[config.mk]
export PLATFORM = sky130hd
export DESIGN_NAME = script_scratch_memory_alu
export DESIGN_NICKNAME = d
export VERILOG_FILES = /design/src/rtl/core/ssmalu_pkg.sv /design/src/rtl/core/ssmalu_mem.sv /design/src/rtl/core/ssmalu_exec.sv /design/src/rtl/core/script_scratch_memory_alu.sv
export VERILOG_INCLUDE_DIRS = /design/src /design/src/rtl/core
export SDC_FILE = /design/constraint.sdc
export NUM_CORES = 2
export LEC_CHECK = 0
export ABC_AREA = 1
export BUFFER_PORTS_ARGS = -buffer_cell sky130_fd_sc_hd__buf_2
export CORE_ASPECT_RATIO = 1.75
export CORE_MARGIN = 3
export CORE_UTILIZATION = 30
export DETAILED_ROUTE_END_ITERATION = 16
export PLACE_DENSITY = 0.47
export SETUP_SLACK_MARGIN = 0.4
export SYNTH_ARGS = -nofsm -noshare
export SYNTH_HDL_FRONTEND = slang
export SYNTH_HIERARCHICAL = 1
export SYNTH_SLANG_ARGS = --single-unit
[constraint.sdc]
create_clock -name aclk -period 30.2 [get_ports aclk]
set_input_delay 1.51 -clock aclk [delete_from_list [all_inputs] [get_ports aclk]]
set_output_delay 1.51 -clock aclk [all_outputs]
set_load 0.005 [all_outputs]
[src/rtl/core/script_scratch_memory_alu_macros.svh]
// Assertion macros shared by the script scratch memory ALU.
`ifndef SCRIPT_SCRATCH_MEMORY_ALU_MACROS_SVH
`define SCRIPT_SCRATCH_MEMORY_ALU_MACROS_SVH

// Same-cycle implication, disabled while reset is asserted.
`define SSMALU_ASSERT_NOW(label, clk, rstn, ante, cons, msg) \
    label: assert property (@(posedge clk) disable iff (!rstn) (ante) |-> (cons)) \
        else $error(msg);

// Next-cycle implication, disabled while reset is asserted.
`define SSMALU_ASSERT_NEXT(label, clk, rstn, ante, cons, msg) \
    label: assert property (@(posedge clk) disable iff (!rstn) (ante) |=> (cons)) \
        else $error(msg);

`endif

[src/rtl/core/ssmalu_pkg.sv]
`timescale 1ns / 1ps

package ssmalu_pkg;

    localparam int DATA_W    = 8;
    localparam int ADDR_W    = 8;
    localparam int MEM_DEPTH = 1 << ADDR_W;

    // Operation codes.
    localparam logic [7:0] ACT_STORE_IMM = 8'd0;
    localparam logic [7:0] ACT_ADD_IMM   = 8'd1;
    localparam logic [7:0] ACT_SUB_IMM   = 8'd2;
    localparam logic [7:0] ACT_STORE_IND = 8'd3;
    localparam logic [7:0] ACT_ADD_IND   = 8'd4;
    localparam logic [7:0] ACT_SUB_IND   = 8'd5;
    localparam logic [7:0] ACT_EQ_IMM    = 8'd6;
    localparam logic [7:0] ACT_NE_IMM    = 8'd7;
    localparam logic [7:0] ACT_GT_IMM    = 8'd8;
    localparam logic [7:0] ACT_GE_IMM    = 8'd9;
    localparam logic [7:0] ACT_LE_IMM    = 8'd10;
    localparam logic [7:0] ACT_LT_IMM    = 8'd11;
    localparam logic [7:0] ACT_EQ_IND    = 8'd12;
    localparam logic [7:0] ACT_NE_IND    = 8'd13;
    localparam logic [7:0] ACT_GT_IND    = 8'd14;
    localparam logic [7:0] ACT_GE_IND    = 8'd15;
    localparam logic [7:0] ACT_LE_IND    = 8'd16;
    localparam logic [7:0] ACT_LT_IND    = 8'd17;

    // Control flow outcome of one command.
    typedef enum logic [1:0] {
        FLOW_NONE = 2'd0,
        FLOW_JUMP = 2'd1,
        FLOW_SKIP = 2'd2
    } flow_t;

    // Result of executing one command.
    typedef struct packed {
        flow_t             flow;
        logic [DATA_W-1:0] value;
        logic              write;
    } exec_res_t;

endpackage

[src/rtl/core/ssmalu_mem.sv]
`timescale 1ns / 1ps

module ssmalu_mem (
    input  logic                         aclk,
    input  logic                         aresetn,
    input  logic                         rd_en,
    input  logic [ssmalu_pkg::ADDR_W-1:0] rd_addr_a,
    input  logic [ssmalu_pkg::ADDR_W-1:0] rd_addr_b,
    input  logic                         wr_en,
    input  logic [ssmalu_pkg::ADDR_W-1:0] wr_addr,
    input  logic [ssmalu_pkg::DATA_W-1:0] wr_data,
    output logic [ssmalu_pkg::DATA_W-1:0] rd_data_a,
    output logic [ssmalu_pkg::DATA_W-1:0] rd_data_b
);
    import ssmalu_pkg::*;

    logic [DATA_W-1:0]    mem_reg [MEM_DEPTH];
    logic [MEM_DEPTH-1:0] valid_reg;
    logic [DATA_W-1:0]    rd_a_reg;
    logic [DATA_W-1:0]    rd_b_reg;
    logic                 rd_a_vld_reg;
    logic                 rd_b_vld_reg;

    // Storage array, one write port.
    always_ff @(posedge aclk) begin
        if (wr_en) begin
            mem_reg[wr_addr] <= wr_data;
        end
    end

    // Per-entry written flags; an unwritten entry reads as zero.
    always_ff @(posedge aclk) begin
        if (!aresetn) begin
            valid_reg <= '0;
        end else if (wr_en) begin
            valid_reg[wr_addr] <= 1'b1;
        end
    end

    // Two registered read ports, held while no new word is captured.
    always_ff @(posedge aclk) begin
        if (rd_en) begin
            rd_a_reg     <= mem_reg[rd_addr_a];
            rd_b_reg     <= mem_reg[rd_addr_b];
            rd_a_vld_reg <= valid_reg[rd_addr_a];
            rd_b_vld_reg <= valid_reg[rd_addr_b];
        end
    end

    assign rd_data_a = rd_a_vld_reg ? rd_a_reg : '0;
    assign rd_data_b = rd_b_vld_reg ? rd_b_reg : '0;

endmodule

[src/rtl/core/ssmalu_exec.sv]
`timescale 1ns / 1ps

module ssmalu_exec (
    input  logic [7:0]                    action,
    input  logic [ssmalu_pkg::DATA_W-1:0] cur,
    input  logic [ssmalu_pkg::DATA_W-1:0] ind,
    input  logic [ssmalu_pkg::DATA_W-1:0] imm,
    output ssmalu_pkg::exec_res_t         res
);
    import ssmalu_pkg::*;

    logic is_cmp;
    logic take;

    // Decode the command and compute the new byte or the branch condition.
    always_comb begin
        res.flow  = FLOW_NONE;
        res.value = cur;
        res.write = 1'b0;
        is_cmp    = 1'b0;
        take      = 1'b0;
        unique case (action)
            ACT_STORE_IMM: begin res.write = 1'b1; res.value = imm; end
            ACT_ADD_IMM:   begin res.write = 1'b1; res.value = cur + imm; end
            ACT_SUB_IMM:   begin res.write = 1'b1; res.value = cur - imm; end
            ACT_STORE_IND: begin res.write = 1'b1; res.value = ind; end
            ACT_ADD_IND:   begin res.write = 1'b1; res.value = cur + ind; end
            ACT_SUB_IND:   begin res.write = 1'b1; res.value = cur - ind; end
            ACT_EQ_IMM:    begin is_cmp = 1'b1; take = (cur == imm); end
            ACT_NE_IMM:    begin is_cmp = 1'b1; take = (cur != imm); end
            ACT_GT_IMM:    begin is_cmp = 1'b1; take = (cur >  imm); end
            ACT_GE_IMM:    begin is_cmp = 1'b1; take = (cur >= imm); end
            ACT_LE_IMM:    begin is_cmp = 1'b1; take = (cur <= imm); end
            ACT_LT_IMM:    begin is_cmp = 1'b1; take = (cur <  imm); end
            ACT_EQ_IND:    begin is_cmp = 1'b1; take = (cur == ind); end
            ACT_NE_IND:    begin is_cmp = 1'b1; take = (cur != ind); end
            ACT_GT_IND:    begin is_cmp = 1'b1; take = (cur >  ind); end
            ACT_GE_IND:    begin is_cmp = 1'b1; take = (cur >= ind); end
            ACT_LE_IND:    begin is_cmp = 1'b1; take = (cur <= ind); end
            ACT_LT_IND:    begin is_cmp = 1'b1; take = (cur <  ind); end
            default:       begin is_cmp = 1'b0; end
        endcase
        if (is_cmp) begin
            res.flow = take ? FLOW_JUMP : FLOW_SKIP;
        end
    end

endmodule

[src/rtl/core/script_scratch_memory_alu.sv]
`timescale 1ns / 1ps
// Script scratch memory ALU: executes one store, add, subtract or compare command per word
// against a 256-byte scratch memory that reads as all zeros after reset, with no clearing
// pass. A new command word is accepted every cycle while the result side drains. The target
// and indirect bytes are read into registers at the edge that accepts the word. The compute
// works from those registers, and the write-back and the result's load into the output
// register happen at the edge where the execute stage advances. The previous command's write
// is forwarded so back-to-back commands on the same address see the updated byte. A result
// held by a stalled receiver, together with a word waiting in execute, blocks the input.
`include "script_scratch_memory_alu_macros.svh"

module script_scratch_memory_alu (
    input  logic       aclk,
    input  logic       aresetn,
    input  logic       s_valid,
    output logic       s_ready,
    input  logic [7:0] s_action,
    input  logic [7:0] s_target_address,
    input  logic [7:0] s_operand,
    output logic       m_valid,
    input  logic       m_ready,
    output logic [1:0] m_flow,
    output logic [7:0] m_target_value
);
    import ssmalu_pkg::*;

    logic              v1_reg;
    logic [7:0]        action_reg;
    logic [ADDR_W-1:0] addr_reg;
    logic [DATA_W-1:0] operand_reg;
    logic              fwd_vld_reg;
    logic [ADDR_W-1:0] fwd_addr_reg;
    logic [DATA_W-1:0] fwd_data_reg;
    logic              out_valid_reg;
    flow_t             flow_reg;
    logic [DATA_W-1:0] value_reg;

    logic              capture;
    logic              advance;
    logic              wr_en;
    logic [DATA_W-1:0] rd_a;
    logic [DATA_W-1:0] rd_b;
    logic [DATA_W-1:0] cur;
    logic [DATA_W-1:0] ind;
    exec_res_t         res;

    // Handshake: the execute stage moves on when the output register is free or drained.
    assign advance = v1_reg && (!out_valid_reg || m_ready);
    assign s_ready = !v1_reg || advance;
    assign capture = s_valid && s_ready;
    assign wr_en   = advance && res.write;

    ssmalu_mem u_mem (
        .aclk      (aclk),
        .aresetn   (aresetn),
        .rd_en     (capture),
        .rd_addr_a (s_target_address),
        .rd_addr_b (s_operand),
        .wr_en     (wr_en),
        .wr_addr   (addr_reg),
        .wr_data   (res.value),
        .rd_data_a (rd_a),
        .rd_data_b (rd_b)
    );

    // Forward the write that landed at the same edge as this word's read.
    assign cur = (fwd_vld_reg && (fwd_addr_reg == addr_reg))    ? fwd_data_reg : rd_a;
    assign ind = (fwd_vld_reg && (fwd_addr_reg == operand_reg)) ? fwd_data_reg : rd_b;

    ssmalu_exec u_exec (
        .action (action_reg),
        .cur    (cur),
        .ind    (ind),
        .imm    (operand_reg),
        .res    (res)
    );

    // Execute stage control.
    always_ff @(posedge aclk) begin
        if (!aresetn) begin
            v1_reg <= 1'b0;
        end else if (s_ready) begin
            v1_reg <= s_valid;
        end
    end

    // Execute stage payload and forwarding record.
    always_ff @(posedge aclk) begin
        if (capture) begin
            action_reg   <= s_action;
            addr_reg     <= s_target_address;
            operand_reg  <= s_operand;
            fwd_vld_reg  <= wr_en;
            fwd_addr_reg <= addr_reg;
            fwd_data_reg <= res.value;
        end
    end

    // Output register control.
    always_ff @(posedge aclk) begin
        if (!aresetn) begin
            out_valid_reg <= 1'b0;
        end else if (advance) begin
            out_valid_reg <= 1'b1;
        end else if (m_ready) begin
            out_valid_reg <= 1'b0;
        end
    end

    // Output register payload.
    always_ff @(posedge aclk) begin
        if (advance) begin
            flow_reg  <= res.flow;
            value_reg <= res.value;
        end
    end

    assign m_valid        = out_valid_reg;
    assign m_flow         = flow_reg;
    assign m_target_value = value_reg;

    // A result never carries the unused flow code.
    `SSMALU_ASSERT_NOW(a_flow_code, aclk, aresetn, m_valid, m_flow != 2'd3, "bad flow code")
    // A held word in execute must block the input while the output is stalled.
    `SSMALU_ASSERT_NOW(a_stall_blocks, aclk, aresetn, v1_reg && m_valid && !m_ready, !s_ready,
        "input accepted during full stall")
    // A written byte is the byte reported for that command.
    `SSMALU_ASSERT_NEXT(a_write_reported, aclk, aresetn, wr_en,
        m_valid && (m_target_value == $past(res.value)) && (m_flow == FLOW_NONE),
        "written byte differs from result")

endmodule
* Yosys cells after proc, flatten, opt, wreduce, memory -nomap -nowiden *
Memory sizes are Yosys's and may differ from the RTL's. A register that Yosys moved wholly into a read port is not among the register bits.
Cells that the tools add are included.
Widths: inputs -> output; s select.

cells by class
  magnitude comparators = 12
  reductions and logical operators = 13
  bitwise operators = 1
  eq/ne operators = 23
  add/subtract/negate cells = 4
  mux-type cells = 18

operators with widths
  operator            count
  $or 256x256->256    1
  $eq 8x4->1 const B  8
  $pmux 9 s6          1
  $eq 8x3->1 const B  4
  $eq 8x8->1          4
  $mux 8              4
  $lt 8x9->1 const B  3
  $add 8x8->8         2
  $bmux 1 s8          2
  $eq 8x2->1 const B  2
  $eq 8x5->1 const B  2
  $ge 8x8->1          2
  $gt 8x8->1          2
  $le 8x8->1          2
  $lt 8x8->1          2
  $ne 8x8->1          2
  $sub 8x8->8         2
  $pmux 1 s12         1
  $reduce_or 12->1    1
  $demux 1 s8         1
  $eq 8x1->1 const B  1
  $ge 8x1->1 const B  1
  $logic_not 8->1     1
  $mux 1              8
  5 further kinds     12

word-level totals
  input port bits = 28
  memory bits (writable) = 2048
  bits in registers = 311
  word-level logic and storage cells = 85
  memories = 1
  output and inout bits = 12

memories
  name           words  bits a word  rd ports  clocked after Yosys merged registers in  wr ports  RTL line          source
  u_mem.mem_reg  256    8            2         2                                        1         ssmalu_mem.sv:17  logic [DATA_W-1:0] mem_reg [MEM_DEPTH];

* Logic depth before layout (Yosys ltp) *
  word-level depth = 8
  gate-level depth with buffers = 23
  gate-level depth less buffers = 23

* Cells and area by module *
The synthesis kept the hierarchy.

modules (own cells, without submodules)
  module                     times used  sequential area each (um2)  cells an instance  area an instance (um2)
  ssmalu_mem                 1           67164.4                     13563              115853.6
  script_scratch_memory_alu  1           1571.5                      212                2338.5
  ssmalu_exec                1           0.0                         366                1944.4

* Least setup slack after synthesis *
OpenSTA, ideal clock, no wires.

  path kind = reg2reg
  start point = register operand_reg[5]
  end point = register fwd_data_reg[2], data pin
  setup time = 1.409 ns
  slack = 20.703 ns
  path buffers = 0
  data required time = 28.791 ns
  stages on the path, launching flop included = 17
  arrival time = 8.088 ns
  clock period less this slack = 9.497 ns
  path through = edfxtp_1 nand2_2 nand2_2 nor2_4 nand2_4 nor2_8 nand3_1 nand2_1 inv_1 o21ai_0 inv_1 fa_1 nand2_1 nand3_1 o211ai_1 nor2_1 nor2_1

RTL lines
  what                    RTL line                         source
  start, declared         script_scratch_memory_alu.sv:30  logic [DATA_W-1:0] operand_reg;
  start signal, assigned  script_scratch_memory_alu.sv:92  operand_reg <= s_operand;
  end signal, assigned    script_scratch_memory_alu.sv:95  fwd_data_reg <= res.value;
  end, declared           script_scratch_memory_alu.sv:33  logic [DATA_W-1:0] fwd_data_reg;

* Final worst setup path *
  start point = input port s_target_address[0]
  end point = register u_mem.rd_a_vld_reg, data pin

on the way
  longest elaborated chain between the ends = 2

ends and longest elaborated chain
  what                          RTL line                         source
  start, declared               script_scratch_memory_alu.sv:18  input logic [7:0] s_target_address,
  $bmux 1 s8                    ssmalu_mem.sv:45                 rd_a_vld_reg <= valid_reg[rd_addr_a];
  $mux 1 (not written as such)  ssmalu_mem.sv:45
  end signal, assigned          ssmalu_mem.sv:45
  end, declared                 ssmalu_mem.sv:21                 logic rd_a_vld_reg;

No other way between the ends. The select of a mux whose other input is x is not followed.
A chain may end at the register's enable or synchronous reset.

==> results by group <==
Logic synthesis
  – Count of cell types in the netlist: 41
  – Synth Flop Type: edfxtp_1
  – Post-synth ARST share: 0%
  – Sequential share of the synthesized area: 57.2%
  – Post-Synthesis Cell Area: 120000 um^2
  – Syn Nets: 14.2k
  – EDFF count, synth: 2117
  – #FFs+latches synth: 2375
  – Gate Count Post-Synth: 14.1k
  – YS warnings: 6
  – Syn Area/Cell: 8.50 um^2

Worst setup path
  – Critical path data required time: 30.99 ns
  – Reg2Reg Setup Slack: 24.22 ns
  – Worst EP arrival: 7.10 ns
  – Reg2reg start: operand_reg[0]
  – Crit. Startpoint: s_target_address[0]
  – Crit-path max FO: 144
  – Crit end category: register
  – Crit Path Class: primary input to register
  – Critical Path Source Type: primary input

STA
  – Clk_skew: 0.0517 ns
  – Actual slew at the worst max-slew pin: 1.38 ns
  – Rel. slew slack: 7.38%
  – Setup Viol. Count Final: 0
  – Final min period: 6.31 ns
  – Fin. max-slew vios: 0
  – Final hold vios: 0
  – Final period util: 20.9%
  – Setup TNS: 0 ns
  – RSZ-0062 raised after global routing: false
  – FMAX: 158 MHz

Floorplanning
  – # rows: 306
  – Core area: 398000 um^2
  – Initial core utilization: 30.2%
  – Top Ports: 40
  – Die Wd: 484 um
  – Die Ht: 843 um
  – Die area: 408000 um^2

Detailed routing
  – Drt pass-1 iters: 7
  – Wire per inst: 27.8 um
  – Drt initial violations: 10.2k
  – Number of routed nets with antenna violations: 0
  – WL final: 531 mm
  – DRC: 0
  – Drt via density: 5.51
  – DR vias: 105k

Finish
  – Commonest non-fill, non-tap cell in the layout: nand2_1
  – Fin nets: 13.7k
  – Fin cells: 19.1k
  – # fillers: 40.8k
  – Fraction of layout cells with a size suffix above 1: 5.80%
  – Post-layout util: 33.4%
  – Commonest non-fill, non-tap cells in the layout: 4893 x nand2_1, 4596 x nand3_1, 2117 x edfxtp_1
  – Max reg flops: 2048
  – Area growth syn-to-layout: 10.5%

Pwr
  – Clk network pwr share: 40.2%
  – Combinational fraction of design power: 11.6%
  – P_leak: 49.1 nW
  – Switch Pwr: 2.05 mW
  – Reg power frac: 48.1%
  – PwrDens: 56.9 nW/um^2
  – Peak VDD IR: 0.0456 mV
  – Sw frac: 27.1%
  – Power Internal: 5.50 mW

GRT
  – Total track usage: 25.0%
  – Gr ovfl total: 0
  – First-pass GRT wire length: 750 mm
  – Largest net degree at the start of global routing: 186
  – Antenna violations before repair: 18
  – Vias in the first global route: 101k

CTS
  – # hold bufs at CTS: 0
  – Post-cts resize count: 0
  – Worst-path clk slew: 0.07 ns
  – TritonCTS clock tree: done
  – CTS Buf Count: 230
  – Clk sinks: 2375
  – Skew-Pair Late Insertion Delay: 0.92 ns
  – Clk Tree Root Cell: clkbuf_16
  – Post-CTS setup buffer count: 0
  – H-tree lvl count: 4
  – Clk buf depth: 4

Run
  – Max cap viols: 0

Placed design
  – Placed Cells: 18.7k
  – Routability-driven placement congestion ratio: 0.943
  – Buffers added on ports: 39
  – Final HPWL from detailed placement: 316 mm

Min path
  – Hold_sp: u_mem/valid_reg[178]
  – Hold WC Path Type: register to register

Status
  – Outcome: finished, final reports clean
==> cell type report <==
cell class / instances / area [um^2] / share of cell area [%]
flip-flops and latches: 2375 / 68700 / 51.8
inverters: 212 / 873 / 0.658
multi-input cells: 10500 / 45900 / 34.6
well taps: 5236 / 6550 / 4.94
repair buffers: 357 / 3080 / 2.32
diodes: 4 / 10.0 / 0.00754
clock inverters: 105 / 1160 / 0.872
clock buffers: 319 / 6440 / 4.85
==> kinds of logic after synthesis <==
family,synth area share [%]
adders and majority gates,0.290
buffers and inverters,4.66
muxes,0.00937
DFF,57.2
xor gates and xnor gates,0.0146
AOI/OAI and AO/OA,0.296
and+or+nand+nor,37.5
==> synthesized netlist by cell type, types with 8 or more instances <==
cell,number,area [um^2]
clkbuf_1,324,1220
inv_1,180,676
nand2_1,4893,18400
buf_2,560,2800
o21ai_0,17,85.1
o21bai_1,8,60.1
dfxtp_1,258,5160
inv_2,24,90.1
buf_1,161,604
ha_1,23,288
nor2_1,847,3180
nand2_2,9,56.3
buf_4,19,143
a21oi_1,20,100
edfxtp_1,2117,63600
nand3_1,4600,23000
==> power by group through the flow <==
stage	registers, mW	logic [mW]	clock network (mW)
5_1_grt	3.63	0.927	3.19
6_report	3.63	0.879	3.04
2_1_floorplan	3.74	0.489	0
3_5_place_dp	3.71	0.867	0
4_1_cts	3.63	0.869	3.09
3_3_place_gp	3.71	0.869	0
==> critical path, cell delays in order <==
cell and delay (ns):
buf_8 0.19, inv_8 0.43, buf_4 0.67, buf_12 0.56, buf_4 0.76, buf_12 0.42, nand2_1 0.12, nand3_1 0.11
nand3_1 0.17, nand3_1 0.14, nand3_1 0.17, nand3_1 0.22, nand3_1 0.39, nand2_1 0.22, nand2_1 0.10, nand2_1 0.09
==> routing by layer <==
layer	vias to the layer above	share of wire, %	track usage, %
li1	47400	-	-
met1	51900	36	27.9
met2	4653	49	43.3
met3	1327	5.9	2.85
met4	8	9.1	19.5
met5	-	0.012	0
==> through the flow <==
step	setup slack, ns	hold WS (ns)	area, um^2	total power, mW
floorplan	20.70	0.440	120000	4.23
global placement	23.18	0.453	125000	4.57
detailed placement	23.22	0.464	125000	4.57
CTS	24.15	0.481	133000	7.59
global route	23.93	0.514	133000	7.76
finish	23.89	0.480	133000	7.55
==> final timing paths <==
path	to	cells past startpoint
worst max-delay path	u_mem/rd_a_vld_reg	16
worst min-delay path	u_mem/valid_reg[178]	2
worst max register to register	u_mem/mem_reg[12][1]	15
worst min register to register	u_mem/valid_reg[178]	2
Power figures use the tool's default switching activity.
